[src/design/lcs_pkg.sv]
// Shared constants, command codes and interface types of the convolution stream.
`timescale 1ns / 1ps

package lcs_pkg;

    localparam int MAX_TAPS    = 64;
    localparam int SAMPLE_BITS = 16;
    localparam int Y_BITS      = 38;
    localparam int PROD_W      = 2 * SAMPLE_BITS;
    localparam int ADDR_W      = $clog2(MAX_TAPS);
    localparam int TAP_CNT_W   = $clog2(MAX_TAPS + 1);
    localparam int TAP_IDX_W   = 6;
    localparam int CMD_W       = 2;
    localparam int CFG_W       = 7;

    localparam logic [CMD_W-1:0] CMD_LOAD  = 2'd0;
    localparam logic [CMD_W-1:0] CMD_PUSH  = 2'd1;
    localparam logic [CMD_W-1:0] CMD_FLUSH = 2'd2;

    // One tap/sample pair entering the multiply-accumulate unit.
    typedef struct packed {
        logic                          valid;
        logic                          first;
        logic                          last;
        logic signed [SAMPLE_BITS-1:0] tap;
        logic signed [SAMPLE_BITS-1:0] smp;
    } mac_in_t;

    typedef struct packed {
        logic                     done;
        logic signed [Y_BITS-1:0] acc;
    } mac_out_t;

endpackage

[src/design/lcs_ram.sv]
// Generic single-port-write, single-port-read synchronous RAM with registered read data.
`timescale 1ns / 1ps

module lcs_ram #(
    parameter int DEPTH  = 64,
    parameter int WIDTH  = 16,
    parameter int ADDR_W = $clog2(DEPTH)
) (
    input  logic              aclk,
    input  logic              wr_en,
    input  logic [ADDR_W-1:0] wr_addr,
    input  logic [WIDTH-1:0]  wr_data,
    input  logic              rd_en,
    input  logic [ADDR_W-1:0] rd_addr,
    output logic [WIDTH-1:0]  rd_data
);

    logic [WIDTH-1:0] mem [DEPTH];

    always_ff @(posedge aclk) begin
        if (wr_en) begin
            mem[wr_addr] <= wr_data;
        end
    end

    always_ff @(posedge aclk) begin
        if (rd_en) begin
            rd_data <= mem[rd_addr];
        end
    end

endmodule

[src/design/lcs_mac.sv]
// Two-stage multiply-accumulate unit shared by all taps of one output.
`timescale 1ns / 1ps

module lcs_mac (
    input  logic              aclk,
    input  logic              aresetn,
    input  lcs_pkg::mac_in_t  mac_in,
    output lcs_pkg::mac_out_t mac_out
);

    logic signed [lcs_pkg::PROD_W-1:0] prod_reg;
    logic                              prod_valid_reg;
    logic                              prod_first_reg;
    logic                              prod_last_reg;
    logic signed [lcs_pkg::Y_BITS-1:0] acc_reg;
    logic                              done_reg;
    logic signed [lcs_pkg::Y_BITS-1:0] prod_ext;

    assign prod_ext = {{(lcs_pkg::Y_BITS - lcs_pkg::PROD_W){prod_reg[lcs_pkg::PROD_W-1]}},
                       prod_reg};

    always_ff @(posedge aclk) begin
        if (!aresetn) begin
            prod_valid_reg <= 1'b0;
            prod_first_reg <= 1'b0;
            prod_last_reg  <= 1'b0;
            done_reg       <= 1'b0;
        end else begin
            prod_valid_reg <= mac_in.valid;
            prod_first_reg <= mac_in.first;
            prod_last_reg  <= mac_in.last;
            done_reg       <= prod_valid_reg && prod_last_reg;
        end
    end

    always_ff @(posedge aclk) begin
        if (mac_in.valid) begin
            prod_reg <= mac_in.tap * mac_in.smp;
        end
        // The first product of an output restarts the sum.
        if (prod_valid_reg) begin
            acc_reg <= (prod_first_reg ? '0 : acc_reg) + prod_ext;
        end
    end

    assign mac_out.done = done_reg;
    assign mac_out.acc  = acc_reg;

endmodule

[src/design/linear_convolution_stream.sv]
// Top level: command sequencer, tap and history memories, output register.
//
//   channel  direction  handshake            payload
//   s_       in         s_valid / s_ready    s_cmd, s_tap_index, s_sample
//   m_       out        m_valid / m_ready    m_y_value, m_last_of_run
//   cfg_     in         cfg_valid/cfg_ready  cfg_taps_used
//
// A load writes one tap if its index is in range. A push makes one write, then
// passes one tap per cycle through the single shared multiply-accumulate unit and the
// read ports of the two memories, then the pipeline drain and the output load.
// A flush of an open run produces the effective length - 1 results, each made alike.
// Reset clears the memories at once through per-entry valid bits; no sweep.
// A result waiting in the output register holds the sequencer at the next
// output load, and s_ready stays low until that load is done.
`timescale 1ns / 1ps

module linear_convolution_stream (
    input  logic                                   aclk,
    input  logic                                   aresetn,
    input  logic                                   s_valid,
    output logic                                   s_ready,
    input  logic [lcs_pkg::CMD_W-1:0]              s_cmd,
    input  logic [lcs_pkg::TAP_IDX_W-1:0]          s_tap_index,
    input  logic signed [lcs_pkg::SAMPLE_BITS-1:0] s_sample,
    output logic                                   m_valid,
    input  logic                                   m_ready,
    output logic signed [lcs_pkg::Y_BITS-1:0]      m_y_value,
    output logic                                   m_last_of_run,
    input  logic                                   cfg_valid,
    output logic                                   cfg_ready,
    input  logic [lcs_pkg::CFG_W-1:0]              cfg_taps_used
);

    typedef enum logic [2:0] {
        ST_IDLE,
        ST_SHIFT,
        ST_MAC,
        ST_DRAIN,
        ST_EMIT
    } state_t;

    state_t                            state_reg, state_next;
    logic [lcs_pkg::ADDR_W-1:0]        k_reg, k_next;
    logic [lcs_pkg::TAP_CNT_W-1:0]     tail_reg, tail_next;
    logic                              flush_reg, flush_next;
    logic [lcs_pkg::ADDR_W-1:0]        head_reg, head_next;
    logic                              seen_reg, seen_next;
    logic [lcs_pkg::CFG_W-1:0]         taps_used_reg, taps_used_next;
    logic [lcs_pkg::MAX_TAPS-1:0]      tap_vld_reg, tap_vld_next;
    logic [lcs_pkg::MAX_TAPS-1:0]      hist_vld_reg, hist_vld_next;
    logic                              iss_valid_reg, iss_valid_next;
    logic                              iss_first_reg, iss_first_next;
    logic                              iss_last_reg, iss_last_next;
    logic                              tap_ok_reg, tap_ok_next;
    logic                              hist_ok_reg, hist_ok_next;
    logic                              out_valid_reg, out_valid_next;
    logic signed [lcs_pkg::Y_BITS-1:0] out_y_reg, out_y_next;
    logic                              out_last_reg, out_last_next;

    logic [lcs_pkg::TAP_CNT_W-1:0]     taps_eff;
    logic [lcs_pkg::TAP_CNT_W-1:0]     taps_last;
    logic [lcs_pkg::ADDR_W-1:0]        head_inc;
    logic [lcs_pkg::ADDR_W-1:0]        hist_rd_addr;
    logic                              idx_ok;

    logic                              tap_wr_en;
    logic [lcs_pkg::ADDR_W-1:0]        tap_wr_addr;
    logic                              hist_wr_en;
    logic [lcs_pkg::SAMPLE_BITS-1:0]   hist_wr_data;
    logic                              rd_en;
    logic [lcs_pkg::SAMPLE_BITS-1:0]   tap_rd_data;
    logic [lcs_pkg::SAMPLE_BITS-1:0]   hist_rd_data;

    lcs_pkg::mac_in_t                  mac_in;
    lcs_pkg::mac_out_t                 mac_out;

    // A kernel length of zero acts as one, any above the store acts as full.
    always_comb begin
        if (taps_used_reg == '0) begin
            taps_eff = lcs_pkg::TAP_CNT_W'(1);
        end else if (lcs_pkg::TAP_CNT_W'(taps_used_reg) >
                     lcs_pkg::TAP_CNT_W'(lcs_pkg::MAX_TAPS)) begin
            taps_eff = lcs_pkg::TAP_CNT_W'(lcs_pkg::MAX_TAPS);
        end else begin
            taps_eff = lcs_pkg::TAP_CNT_W'(taps_used_reg);
        end
    end

    assign taps_last = taps_eff - lcs_pkg::TAP_CNT_W'(1);
    assign head_inc  = (head_reg == lcs_pkg::ADDR_W'(lcs_pkg::MAX_TAPS - 1)) ?
                       '0 : head_reg + lcs_pkg::ADDR_W'(1);
    assign idx_ok    = (lcs_pkg::TAP_IDX_W + 1)'(s_tap_index) <
                       (lcs_pkg::TAP_IDX_W + 1)'(lcs_pkg::MAX_TAPS);

    // The history is a circular line; tap k pairs with the sample k places back.
    always_comb begin
        if (k_reg > head_reg) begin
            hist_rd_addr = lcs_pkg::ADDR_W'(lcs_pkg::TAP_CNT_W'(head_reg)
                           + lcs_pkg::TAP_CNT_W'(lcs_pkg::MAX_TAPS)
                           - lcs_pkg::TAP_CNT_W'(k_reg));
        end else begin
            hist_rd_addr = head_reg - k_reg;
        end
    end

    assign tap_wr_addr = lcs_pkg::ADDR_W'(s_tap_index);
    assign rd_en       = (state_reg == ST_MAC);

    lcs_ram #(
        .DEPTH (lcs_pkg::MAX_TAPS),
        .WIDTH (lcs_pkg::SAMPLE_BITS),
        .ADDR_W(lcs_pkg::ADDR_W)
    ) u_tap_ram (
        .aclk   (aclk),
        .wr_en  (tap_wr_en),
        .wr_addr(tap_wr_addr),
        .wr_data(s_sample),
        .rd_en  (rd_en),
        .rd_addr(k_reg),
        .rd_data(tap_rd_data)
    );

    lcs_ram #(
        .DEPTH (lcs_pkg::MAX_TAPS),
        .WIDTH (lcs_pkg::SAMPLE_BITS),
        .ADDR_W(lcs_pkg::ADDR_W)
    ) u_hist_ram (
        .aclk   (aclk),
        .wr_en  (hist_wr_en),
        .wr_addr(head_inc),
        .wr_data(hist_wr_data),
        .rd_en  (rd_en),
        .rd_addr(hist_rd_addr),
        .rd_data(hist_rd_data)
    );

    // Entries never written since reset, and history entries since the last flush, read as zero.
    always_comb begin
        mac_in.valid = iss_valid_reg;
        mac_in.first = iss_first_reg;
        mac_in.last  = iss_last_reg;
        mac_in.tap   = tap_ok_reg ? tap_rd_data : '0;
        mac_in.smp   = hist_ok_reg ? hist_rd_data : '0;
    end

    lcs_mac u_mac (
        .aclk   (aclk),
        .aresetn(aresetn),
        .mac_in (mac_in),
        .mac_out(mac_out)
    );

    assign s_ready       = (state_reg == ST_IDLE);
    assign cfg_ready     = 1'b1;
    assign m_valid       = out_valid_reg;
    assign m_y_value     = out_y_reg;
    assign m_last_of_run = out_last_reg;

    always_comb begin
        state_next     = state_reg;
        k_next         = k_reg;
        tail_next      = tail_reg;
        flush_next     = flush_reg;
        head_next      = head_reg;
        seen_next      = seen_reg;
        taps_used_next = taps_used_reg;
        tap_vld_next   = tap_vld_reg;
        hist_vld_next  = hist_vld_reg;
        iss_valid_next = 1'b0;
        iss_first_next = iss_first_reg;
        iss_last_next  = iss_last_reg;
        tap_ok_next    = tap_ok_reg;
        hist_ok_next   = hist_ok_reg;
        out_valid_next = out_valid_reg;
        out_y_next     = out_y_reg;
        out_last_next  = out_last_reg;
        tap_wr_en      = 1'b0;
        hist_wr_en     = 1'b0;
        hist_wr_data   = '0;

        if (cfg_valid) begin
            taps_used_next = cfg_taps_used;
        end
        if (m_ready) begin
            out_valid_next = 1'b0;
        end

        unique case (state_reg)
            ST_IDLE: begin
                if (s_valid) begin
                    case (s_cmd)
                        lcs_pkg::CMD_LOAD: begin
                            if (idx_ok) begin
                                tap_wr_en                 = 1'b1;
                                tap_vld_next[tap_wr_addr] = 1'b1;
                            end
                        end
                        lcs_pkg::CMD_PUSH: begin
                            hist_wr_en              = 1'b1;
                            hist_wr_data            = s_sample;
                            hist_vld_next[head_inc] = 1'b1;
                            head_next               = head_inc;
                            seen_next               = 1'b1;
                            flush_next              = 1'b0;
                            k_next                  = '0;
                            state_next              = ST_MAC;
                        end
                        lcs_pkg::CMD_FLUSH: begin
                            if (!seen_reg || taps_eff == lcs_pkg::TAP_CNT_W'(1)) begin
                                hist_vld_next = '0;
                                head_next     = '0;
                                seen_next     = 1'b0;
                            end else begin
                                hist_wr_en              = 1'b1;
                                hist_vld_next[head_inc] = 1'b1;
                                head_next               = head_inc;
                                flush_next              = 1'b1;
                                tail_next               = lcs_pkg::TAP_CNT_W'(1);
                                k_next                  = '0;
                                state_next              = ST_MAC;
                            end
                        end
                        default: begin
                        end
                    endcase
                end
            end
            ST_SHIFT: begin
                // Each tail output shifts one zero into the history.
                hist_wr_en              = 1'b1;
                hist_vld_next[head_inc] = 1'b1;
                head_next               = head_inc;
                k_next                  = '0;
                state_next              = ST_MAC;
            end
            ST_MAC: begin
                iss_valid_next = 1'b1;
                iss_first_next = (k_reg == '0);
                iss_last_next  = (lcs_pkg::TAP_CNT_W'(k_reg) == taps_last);
                tap_ok_next    = tap_vld_reg[k_reg];
                hist_ok_next   = hist_vld_reg[hist_rd_addr];
                if (lcs_pkg::TAP_CNT_W'(k_reg) == taps_last) begin
                    state_next = ST_DRAIN;
                end else begin
                    k_next = k_reg + lcs_pkg::ADDR_W'(1);
                end
            end
            ST_DRAIN: begin
                if (mac_out.done) begin
                    state_next = ST_EMIT;
                end
            end
            ST_EMIT: begin
                if (!out_valid_reg || m_ready) begin
                    out_valid_next = 1'b1;
                    out_y_next     = mac_out.acc;
                    out_last_next  = !flush_reg || (tail_reg == taps_last);
                    if (flush_reg && tail_reg != taps_last) begin
                        tail_next  = tail_reg + lcs_pkg::TAP_CNT_W'(1);
                        state_next = ST_SHIFT;
                    end else begin
                        if (flush_reg) begin
                            hist_vld_next = '0;
                            head_next     = '0;
                            seen_next     = 1'b0;
                        end
                        state_next = ST_IDLE;
                    end
                end
            end
            default: begin
                state_next = ST_IDLE;
            end
        endcase
    end

    always_ff @(posedge aclk) begin
        if (!aresetn) begin
            state_reg     <= ST_IDLE;
            k_reg         <= '0;
            tail_reg      <= '0;
            flush_reg     <= 1'b0;
            head_reg      <= '0;
            seen_reg      <= 1'b0;
            taps_used_reg <= lcs_pkg::CFG_W'(1);
            tap_vld_reg   <= '0;
            hist_vld_reg  <= '0;
            iss_valid_reg <= 1'b0;
            iss_first_reg <= 1'b0;
            iss_last_reg  <= 1'b0;
            tap_ok_reg    <= 1'b0;
            hist_ok_reg   <= 1'b0;
            out_valid_reg <= 1'b0;
        end else begin
            state_reg     <= state_next;
            k_reg         <= k_next;
            tail_reg      <= tail_next;
            flush_reg     <= flush_next;
            head_reg      <= head_next;
            seen_reg      <= seen_next;
            taps_used_reg <= taps_used_next;
            tap_vld_reg   <= tap_vld_next;
            hist_vld_reg  <= hist_vld_next;
            iss_valid_reg <= iss_valid_next;
            iss_first_reg <= iss_first_next;
            iss_last_reg  <= iss_last_next;
            tap_ok_reg    <= tap_ok_next;
            hist_ok_reg   <= hist_ok_next;
            out_valid_reg <= out_valid_next;
            out_y_reg     <= out_y_next;
            out_last_reg  <= out_last_next;
        end
    end

    // No tap product may still be in flight once a new item can be taken.
    assert property (@(posedge aclk) disable iff (!aresetn)
        s_ready |-> !iss_valid_reg && !mac_out.done)
        else $error("MAC pipeline busy while accepting an item");

    // A finished sum only appears while the sequencer waits for it.
    assert property (@(posedge aclk) disable iff (!aresetn)
        mac_out.done |-> state_reg == ST_DRAIN)
        else $error("MAC result outside drain state");

    // A push always leaves the run marked as started.
    assert property (@(posedge aclk) disable iff (!aresetn)
        (s_valid && s_ready && s_cmd == lcs_pkg::CMD_PUSH) |=> seen_reg)
        else $error("push did not mark the run as started");

    // The head pointer stays within the history line.
    assert property (@(posedge aclk) disable iff (!aresetn)
        lcs_pkg::TAP_CNT_W'(head_reg) < lcs_pkg::TAP_CNT_W'(lcs_pkg::MAX_TAPS))
        else $error("history head out of range");

endmodule

[config.mk]
export PLATFORM = sky130hd
export DESIGN_NAME = linear_convolution_stream
export DESIGN_NICKNAME = d
export VERILOG_FILES = /design/src/design/lcs_pkg.sv /design/src/design/lcs_ram.sv /design/src/design/lcs_mac.sv /design/src/design/linear_convolution_stream.sv
export SDC_FILE = /design/constraint.sdc
export NUM_CORES = 2
export LEC_CHECK = 0
export BUFFER_PORTS_ARGS = -buffer_cell sky130_fd_sc_hd__buf_2
export CAP_MARGIN = 5
export CELL_PAD_IN_SITES_DETAIL_PLACEMENT = 0
export CELL_PAD_IN_SITES_GLOBAL_PLACEMENT = 1
export CORE_ASPECT_RATIO = 0.75
export CORE_UTILIZATION = 35
export CTS_CLUSTER_SIZE = 28
export DETAILED_ROUTE_END_ITERATION = 8
export PLACE_DENSITY = 0.53
export SYNTH_ARGS = -nofsm -noshare
export SYNTH_HDL_FRONTEND = slang
export SYNTH_HIERARCHICAL = 1
export SYNTH_SLANG_ARGS = --single-unit
[constraint.sdc]
create_clock -name aclk -period 7.2 [get_ports aclk]
set_input_delay 1.44 -clock aclk [delete_from_list [all_inputs] [get_ports aclk]]
set_output_delay 1.44 -clock aclk [all_outputs]
set_load 0.02 [all_outputs]
==> flow_summary.toml <==
[outcome]
outcome = "complete, no violations"

[cells_and_area]
regArea_sq_um = 69100
final_nets = 6893
fillers = 26889
reg.largest.list = "u_hist_ram/mem (1024), u_tap_ram/mem (1024)"
fin_area_sq_um = 118000
drive_above_1_share_pct = 19.8
multi_input_area_sq_um = 32200
final_core_util_pct = 39.7
synthToLayoutAreaGrowth_pct = 12.9

[setup_path]
cp-endpoint = "u_mac/prod_reg[31]"
critPathCaptureType = "flop"
crit_arrival_ps = 7520
cp_data_required_time_ps = 7870
startpoint_type = "flop"
crit_path_max_fanout = 13
reg2reg_depth = 22
regToRegSetupSlack_ps = 350
crit_type = "reg2reg"
r2r_start = "hist_ok_reg"
rr_endpoint = "u_mac/prod_reg[31]"
startpoint = "hist_ok_reg"

[floorplan]
die_area_sq_um = 300000
core_region_area_sq_um = 296000
io_pins = 78
die_h_um = 475
start_util_pct = 35.2
rows = 173
die_w_um = 632

[logic_synthesis]
synth_area_leaders = "edfxtp_1 63%, mux4_2 10%, fa_1 5.1%, dfxtp_1 3.2%, mux2i_1 2.1%"
syn_nets = 6592
yosysWarningCount = 6
synth_top_area_cell = "edfxtp_1"
synth_area_per_cell_sq_um = 16.9
syn_area_sq_um = 104000
ys_types = 98
synth-edff-count = 2189
synth-seq-area-share_pct = 66.2
synth.top_cells.by_count = "2189 x edfxtp_1, 467 x mux4_2, 362 x inv_1"
synthFlopType = "edfxtp_1"
synth_top_area_share_pct = 63.0
ys_ff_latch = 2358
yosysMostFrequentCell = "edfxtp_1"
async_flop_share_pct = 0
syn_inst = 6159

[timing]
worst_pin_slew_ps = 1340
skew_ps = 108
maxSlewViolCount = 0
finalSetupTns_ps = 0
hold_viol = 0
rsz0062_at_grt = "no"
finalCriticalPeriod_ps = 6850
timing.final.ws_setup_ps = 346
slew_headroom_pct = 10.9
fmax_ghz = 0.146
setup_violations = 0
layout_worst_path_cycle_share_pct = 95.2

[detailed_routing]
drt_iter0_drc = 5324
post_drt_via_cell_ratio = 5.27
ant_nets = 0
wire_per_inst_um = 27.0
routed_wirelength_um = 285000
vias = 55817
first_pass_iters = 5
drc = 0

[global_route]
grt.total_usage_pct = 18.8
grt-ovfl-total = 0
grt_max_degree = 85
grt_pass1_wl_um = 411000
antenna_found_initial = 29
grt_pass1_vias = 56152

[cts]
cts_tree = "built"
cts_buffer_depth = 4
path_clk_slew_ps = 60
clock-root-buffer = "clkbuf_16"
htree_levels = 4
cts_sinks = 2358
clkLatencyLatePin_ps = 920
cts_setup_buffers = 0
cts_buffers = 240

[pwr]
p_leak_nw = 39.3
totalPowerFinal_mw = 29.8
pwr-share-comb_pct = 9.0
clkPwrFrac_pct = 40.6
p_switching_mw = 6.98
powerDensity_nw_per_um2 = 253
switching_share_pct = 23.4
cellInternalPower_mw = 22.8
ir_drop_mv = 0.260
pwr-share-seq_pct = 50.4

[min_path]
hold_class = "reg2reg"

[place]
pre_cts_ws_ps = 64.3
globalplace.congestion = 0.821
place_hpwl_um = 184000
placed_cell_area_sq_um = 110000
port-buffer-count = 76

[run]
maxCapViolCount = 0
==> how the worst min path moves through the flow <==
stage / startpoint / endpoint / slack, ps / cells past startpoint
6_report: u_mac/acc_reg[13] / m_y_value[13] / 440 / 0
5_1_grt: u_mac/acc_reg[13] / m_y_value[13] / 450 / 0
4_1_cts: u_mac/acc_reg[13] / m_y_value[13] / 450 / 0
3_5_place_dp: u_mac/acc_reg[13] / m_y_value[13] / 430 / 0
3_3_place_gp: u_mac/acc_reg[12] / m_y_value[12] / 430 / 0
2_1_floorplan: u_mac/acc_reg[0] / m_y_value[0] / 420 / 0
==> layout make-up <==
| class | instances | area share [%] |
|---|---|---|
| sequential | 2358 | 58.7 |
| clock buffer | 303 | 5.46 |
| multi-input combinational | 3120 | 27.3 |
| inverter | 363 | 1.16 |
| timing repair buffer | 377 | 2.32 |
| antenna | 6 | 0.0127 |
| clock inverter | 125 | 0.869 |
| tap | 3937 | 4.18 |
==> cells in the final DEF (no fill, tap or decap), types with 133 or more instances in the layout <==
cell       count
edfxtp_1    2189
mux4_2       467
inv_1        361
nor2_1       346
buf_4        294
fa_1         263
nand2_1      259
clkbuf_16    247
mux2i_1      214
and2_1       172
dfxtp_1      161
ha_1         133
==> cells by family after synthesis <==
family / synth area share, %
other cells: 0.00359
xor+xnor: 0.613
flops: 66.2
fa+ha+maj: 6.66
simple gates: 5.84
mux: 12.7
buf+inv: 3.14
compound gates: 4.83
==> through the flow <==
step	cells	hold slack, ps
6_report	10589	443
5_1_grt	10584	449
4_1_cts	10583	446
3_3_place_gp	10155	426
3_5_place_dp	10155	430
2_1_floorplan	6159	418
==> timing repair <==
item                                    CTS  global route
resized for setup                         0            11
endpoints found under the setup margin    0             6
hold buffers                              0             0
==> power groups by stage <==
stage	combinational [mW]	sequential, mW	clock, mW
2_1_floorplan	1.72	15.3	0
3_3_place_gp	2.70	15.3	0
3_5_place_dp	2.71	15.3	0
4_1_cts	2.72	15.0	12.4
5_1_grt	2.85	15.0	12.9
6_report	2.67	15.0	12.1
==> metal layers <==
layer  wire length [um]  share of wire, %  GRT usage (%)  vias up
met5                  9            0.0032              0        -
met4               4930               1.7           3.72        2
met3              18200               6.4           3.27      291
met2             124000                44           27.9     1543
met1             138000                48           29.0    29632
li1                   -                 -              -    24349
==> critical path: stages (launching register included) <==
cell and delay [ps]:
dfxtp_1 340, buf_4 190, and2_2 260, and2_1 200
fa_1 590, inv_1 150, fa_1 570, inv_1 60
fa_1 570, fa_1 480, fa_1 550, inv_1 50
fa_1 530, inv_1 40, ha_1 380, a21oi_1 170
o21ai_0 90, a31oi_1 230, a21boi_2 130, a221oi_2 420
o211ai_1 170, a2111o_1 400, o211ai_2 80
No activity file was read; power rests on OpenSTA's default activity.
